==> config.mk <==
export PLATFORM = sky130hd
export DESIGN_NAME = sorted_list_insert_remove_search
export DESIGN_NICKNAME = d
export VERILOG_FILES = /design/src/hw/rtl/sli_pkg.sv /design/src/hw/rtl/sli_cell.sv /design/src/hw/rtl/sorted_list_insert_remove_search.sv
export VERILOG_INCLUDE_DIRS = /design/src /design/src/hw/rtl
export SDC_FILE = /design/constraint.sdc
export NUM_CORES = 2
export LEC_CHECK = 0
export BUFFER_PORTS_ARGS = -buffer_cell sky130_fd_sc_hd__buf_4
export CELL_PAD_IN_SITES_DETAIL_PLACEMENT = 0
export CELL_PAD_IN_SITES_GLOBAL_PLACEMENT = 1
export CORE_MARGIN = 3
export CORE_UTILIZATION = 45
export DETAILED_ROUTE_END_ITERATION = 6
export GPL_ROUTABILITY_DRIVEN = 0
export PLACE_DENSITY_LB_ADDON = 0.3
export SYNTH_ARGS = -nofsm -noshare
export SYNTH_HDL_FRONTEND = slang
export SYNTH_HIERARCHICAL = 1
export SYNTH_SLANG_ARGS = --single-unit
==> constraint.sdc <==
create_clock -name i_clk -period 8.2 [get_ports i_clk]
set_input_delay 0.41 -clock i_clk [delete_from_list [all_inputs] [get_ports i_clk]]
set_output_delay 0.41 -clock i_clk [all_outputs]
set_load 0.005 [all_outputs]
==> src/hw/rtl/sorted_list_insert_remove_search_macros.svh <==
// ----------------------------------------------------------------------------
// sorted list assertion macros
// Shared concurrent assertion forms, clocked on i_clk and disabled in reset.
// ----------------------------------------------------------------------------
`ifndef SORTED_LIST_INSERT_REMOVE_SEARCH_MACROS_SVH
`define SORTED_LIST_INSERT_REMOVE_SEARCH_MACROS_SVH

// condition holds at every edge out of reset
`define SLI_ASSERT_ALWAYS(label, cond, msg) \
    label: assert property (@(posedge i_clk) disable iff (!i_rst_n) (cond)) \
        else $error(msg);

// consequent holds in the cycle after the antecedent
`define SLI_ASSERT_NEXT(label, ante, cons, msg) \
    label: assert property (@(posedge i_clk) disable iff (!i_rst_n) (ante) |=> (cons)) \
        else $error(msg);

`endif

==> src/hw/rtl/sli_pkg.sv <==
// ----------------------------------------------------------------------------
// sli_pkg
// Shared types and constants of the sorted list block.
// ----------------------------------------------------------------------------
package sli_pkg;

    localparam int CAPACITY = 16;
    localparam int VALUE_W  = 32;
    localparam int COUNT_W  = 5;

    typedef logic signed [VALUE_W-1:0] t_value;
    typedef logic [COUNT_W-1:0]        t_count;

    typedef enum logic [1:0] {
        OP_INSERT = 2'd0,
        OP_REMOVE = 2'd1,
        OP_SEARCH = 2'd2
    } t_op;

    // update command broadcast to every cell
    typedef struct packed {
        logic ins;
        logic rem;
    } t_cell_cmd;

    // per-cell compare status
    typedef struct packed {
        logic lt;
        logic hit;
    } t_cell_stat;

endpackage

==> src/hw/rtl/sli_cell.sv <==
// ----------------------------------------------------------------------------
// sli_cell
// One slot of the sorted row: compares its entry with the request value and
// takes the request value or a neighbour's entry on insert and remove.
// ----------------------------------------------------------------------------
module sli_cell
    import sli_pkg::*;
(
    input  logic       i_clk,
    input  t_cell_cmd  i_cmd,
    input  t_value     i_value,
    input  logic       i_occupied,
    input  logic       i_left_lt,
    input  t_value     i_left_entry,
    input  t_value     i_right_entry,
    output t_cell_stat o_stat,
    output t_value     o_entry
);

    t_value r_entry;
    t_value n_entry;
    logic   w_lt;

    assign w_lt = i_occupied && (r_entry < i_value);

    // first slot not below the value is where an insert lands or a match sits
    assign o_stat.lt  = w_lt;
    assign o_stat.hit = i_occupied && !w_lt && i_left_lt && (r_entry == i_value);
    assign o_entry    = r_entry;

    always_comb begin
        n_entry = r_entry;
        if (i_cmd.ins && !w_lt) begin
            n_entry = i_left_lt ? i_value : i_left_entry;
        end else if (i_cmd.rem && !w_lt) begin
            n_entry = i_right_entry;
        end
    end

    always_ff @(posedge i_clk) begin
        r_entry <= n_entry;
    end

endmodule

==> src/hw/rtl/sorted_list_insert_remove_search.sv <==
// result: the outcome of a request is registered when it is accepted and presented in the next cycle
// throughput: one request per cycle while the result register is free or being taken; the whole
// cell row compares and shifts at the edge that accepts the request, and one output register holds results
// reset: synchronous, active low; clears the entry count and the output valid,
// stored entries are left as they are and read only below the count
// ----------------------------------------------------------------------------
// sorted_list_insert_remove_search
// Bounded sorted store of signed values with insert, remove and search.
// ----------------------------------------------------------------------------
`include "sorted_list_insert_remove_search_macros.svh"

module sorted_list_insert_remove_search
    import sli_pkg::*;
(
    input  logic         i_clk,
    input  logic         i_rst_n,
    input  logic         i_in_valid,
    output logic         o_in_ready,
    input  logic [1:0]   i_operation,
    input  t_value       i_value,
    output logic         o_out_valid,
    input  logic         i_out_ready,
    output logic         o_found,
    output logic         o_overflow,
    output t_count       o_entry_count
);

    t_count     r_count;
    t_count     n_count;
    logic       r_out_valid;
    logic       r_found;
    logic       r_overflow;
    logic       n_found;
    logic       n_overflow;
    logic       w_accept;
    logic       w_full;
    logic       w_any_hit;
    t_op        w_op;
    t_cell_cmd  w_cmd;

    t_value     w_entry [CAPACITY];
    t_cell_stat w_stat  [CAPACITY];
    logic [CAPACITY-1:0] w_hit;

    assign o_in_ready = !r_out_valid || i_out_ready;
    assign w_accept   = i_in_valid && o_in_ready;
    assign w_op       = t_op'(i_operation);
    assign w_full     = (r_count == COUNT_W'(CAPACITY));

    genvar g;
    generate
        for (g = 0; g < CAPACITY; g++) begin : g_cell
            logic   w_left_lt;
            t_value w_left_entry;
            t_value w_right_entry;

            if (g == 0) begin : g_head
                assign w_left_lt    = 1'b1;
                assign w_left_entry = i_value;
            end else begin : g_body
                assign w_left_lt    = w_stat[g-1].lt;
                assign w_left_entry = w_entry[g-1];
            end

            if (g == CAPACITY - 1) begin : g_tail
                assign w_right_entry = w_entry[g];
            end else begin : g_inner
                assign w_right_entry = w_entry[g+1];
            end

            sli_cell u_cell (
                .i_clk         (i_clk),
                .i_cmd         (w_cmd),
                .i_value       (i_value),
                .i_occupied    (COUNT_W'(g) < r_count),
                .i_left_lt     (w_left_lt),
                .i_left_entry  (w_left_entry),
                .i_right_entry (w_right_entry),
                .o_stat        (w_stat[g]),
                .o_entry       (w_entry[g])
            );

            assign w_hit[g] = w_stat[g].hit;
        end
    endgenerate

    assign w_any_hit = |w_hit;

    always_comb begin
        n_found    = 1'b0;
        n_overflow = 1'b0;
        n_count    = r_count;
        w_cmd      = '0;
        case (w_op)
            OP_INSERT: begin
                if (w_full) begin
                    n_overflow = 1'b1;
                end else begin
                    n_found   = 1'b1;
                    n_count   = r_count + 1'b1;
                    w_cmd.ins = w_accept;
                end
            end
            OP_REMOVE: begin
                n_found = w_any_hit;
                if (w_any_hit) begin
                    n_count   = r_count - 1'b1;
                    w_cmd.rem = w_accept;
                end
            end
            OP_SEARCH: begin
                n_found = w_any_hit;
            end
            default: begin
            end
        endcase
    end

    always_ff @(posedge i_clk) begin
        if (!i_rst_n) begin
            r_count     <= '0;
            r_out_valid <= 1'b0;
        end else begin
            if (w_accept) begin
                r_count     <= n_count;
                r_out_valid <= 1'b1;
            end else if (i_out_ready) begin
                r_out_valid <= 1'b0;
            end
        end
    end

    always_ff @(posedge i_clk) begin
        if (w_accept) begin
            r_found    <= n_found;
            r_overflow <= n_overflow;
        end
    end

    assign o_out_valid   = r_out_valid;
    assign o_found       = r_found;
    assign o_overflow    = r_overflow;
    assign o_entry_count = r_count;

    `SLI_ASSERT_ALWAYS(a_count_bound, r_count <= COUNT_W'(CAPACITY), "count above capacity")
    `SLI_ASSERT_ALWAYS(a_flags_exclusive, !(o_out_valid && o_found && o_overflow), "found with overflow")
    `SLI_ASSERT_NEXT(a_full_drop, w_accept && (w_op == OP_INSERT) && w_full, o_out_valid && o_overflow && (r_count == $past(r_count)), "full insert not dropped")
    `SLI_ASSERT_NEXT(a_insert_grows, w_accept && (w_op == OP_INSERT) && !w_full, o_found && (r_count == $past(r_count) + 1'b1), "insert did not grow count")

endmodule

==> metrics <==
CP endpoint kind=flop; pins over their slew limit=0; Critical Path Fanout Max=33; Initial Util=45.7%; CTS Buf Count=between 60 and 70; vias in the first global route=28.7k; crit path DAT=7.01 ns; clk buf depth=3; total track usage=19.7%; Via-to-Cell Ratio=5.46; clock tree root driver cell=clkbuf_16; routed len/inst=20.2 um; Crit Path Category=flop to flop; FF-to-FF path depth=19; final WL=around 100000 um; clock slew at reported path FFs=0.06 ns; DR iter-0 viols=between 1k and 1.5k; Clock Latency Late Sink=approximately 0.63 ns; status=complete, no violations; Overflow after GRT=0; clock period minus worst slack=around 6.7 ns; Total Die Area=0.103 sq mm; worst hold margin=0.0955 ns; # Post-CTS Setup Buffers=0; post_cts resized=0; Worst Path Buf+Inv=3; average cell area after synthesis=11.9 sq um; initial antenna violation count=0; worst path cell trace=ha_1, nand4_1, nor4_1, a21boi_0, o41a_2, o31ai_1, and3_1, buf_4, nand4_1, nor2_1, nand3_1, a21oi_1, nor4_1, and4_1, nor3b_2, buf_4, nor2_1, a31oi_4, buf_4; Synth Warn #=6; hold depth=3; P per Cell Area=145 mW/mm^2; endpoints failing setup=0; post-route ant nets=0; cts hold-fix bufs=0; syn_nets=4287; startpoint types=flop; Cells after Synth=3730; Post-Layout Cell Count=5074; Worst path depth=19; CORE AREA=0.0974 sq mm; max-cap viol count=0; I/O pin cnt=47; first-pass detailed-route iteration total=6; Fin Setup TNS=0 ns; Min-Delay Path Class=input pin to flop; CP max stage cell=nor3b_2; FMAX=approximately 150 MHz; CTS H-tree lvls=2; Final HPWL DP=a little over 80000 um; CTS tree=built; Vias=27.7k; ant diodes=0; I/O Buffers=between 40 and 50; NumNets Final=4306; max_slew headroom=a little over a fifth; RSZ-0062 raised after global routing=no; Tightest Pin Transition=1.19 ns; CTS Sinks=520; first-pass GRT wire length=163000 um; Crit path largest cell delay=between 0.6 and 0.7 ns; pin count of the biggest net entering global routing=34; placed insts=4962; Worst EP required=8.50 ns; share of cells above drive strength 1=34.3%; Hold Violations, Final=0; row count=114; synthesized area=0.0446 sq mm; DRC Markers=0; Max Clock Skew=0.0209 ns; synthesis-to-layout area growth=8.02%; Die Span X=about 320 um; Die Y=roughly 320 um; Crit path top cell by count=buf_4; fillers=8623; leakage=21.8 nW; largest delay contributor family on the critical path=compound AO/OA/AOI/OAI gates; final worst path period share=81.7%; Max IR drop VDD=0.131 mV
## power by group
part / internal [mW] / switching, mW / total, mW
Clock: 1.63 / 1.13 / 2.76
Combinational: 0.543 / 0.589 / 1.13
Sequential: 3.02 / 0.0671 / 3.08
Total: 5.19 / 1.79 / 6.98
## registers in the layout (all words and copies together) (netlist names)
name	count
o_out_valid	1
g_cell.u_cell/o_entry	512
o_overflow	1
o_found	1
o_entry_count	5
## through the flow
| stage | utilization, % | cell area, sq um | worst slack, ns | power, mW |
|---|---|---|---|---|
| floorplan | - | 44600 | 1.43 | 3.96 |
| global placement | 47.4 | 46200 | 1.21 | 4.25 |
| detailed placement | 47.4 | 46200 | 1.21 | 4.27 |
| CTS | 49.4 | 48100 | 1.57 | 7.07 |
| global route | 49.4 | 48100 | 0.992 | 7.31 |
| finish | 49.4 | 48100 | 1.50 | 6.98 |
## per-layer routing
layer / wire length (um) / vias to the layer above / global-route usage [%]
li1: - / 13841 / -
met1: 50000 / 13366 / 27.5
met2: 47400 / 356 / 33.3
met3: 2830 / 118 / 1.92
met4: 2120 / 0 / 4.32
met5: 0 / - / 0
## cell usage in the layout, fill, tap and decap left out, types with 17 or more instances in the layout
master / n
mux2_2: 544
inv_1: 538
ha_1: 519
edfxtp_1: 514
mux2_4: 480
a21oi_1: 180
nand2_1: 127
buf_4: 90
nor2_1: 84
nand4_1: 80
o21ai_0: 66
clkbuf_16: 61
nand3_1: 51
a21o_1: 49
nor4_1: 36
a22o_1: 32
nand2b_1: 25
o21bai_1: 18
clkinv_1: 18
and4_1: 17
o31ai_1: 17
## final cells by class
cell class | instances | area [sq um] | area share (%)
clock buffer | 72 | 1570 | 3.26
clock inverter | 40 | 405 | 0.842
inverter | 538 | 2020 | 4.19
multi-input combinational | 2538 | 26300 | 54.7
sequential | 520 | 15600 | 32.3
tap | 1276 | 1600 | 3.32
timing repair buffer | 90 | 676 | 1.40
## path summary, 6_finish.rpt
check                               start                            end  slack [ns]
min reg2reg  g_cell[10].u_cell/o_entry[3]    g_cell[9].u_cell/o_entry[3]        0.60
min                            i_in_valid                    o_out_valid         0.1
max          g_cell[2].u_cell/o_entry[14]  g_cell[15].u_cell/o_entry[23]        1.50
max reg2reg  g_cell[2].u_cell/o_entry[14]  g_cell[15].u_cell/o_entry[23]        1.50
## worst reg2reg max path, cell delays in order (launching register included)
cell	delay, ns
edfxtp_1	0.44
ha_1	0.34
nand4_1	0.18
nor4_1	0.14
a21boi_0	0.15
o41a_2	0.50
o31ai_1	0.55
and3_1	0.23
buf_4	0.38
nand4_1	0.15
nor2_1	0.11
nand3_1	0.09
a21oi_1	0.60
nor4_1	0.22
and4_1	0.32
nor3b_2	0.62
buf_4	0.32
nor2_1	0.11
a31oi_4	0.54
buf_4	0.37
(Power assumes the default switching activity.)
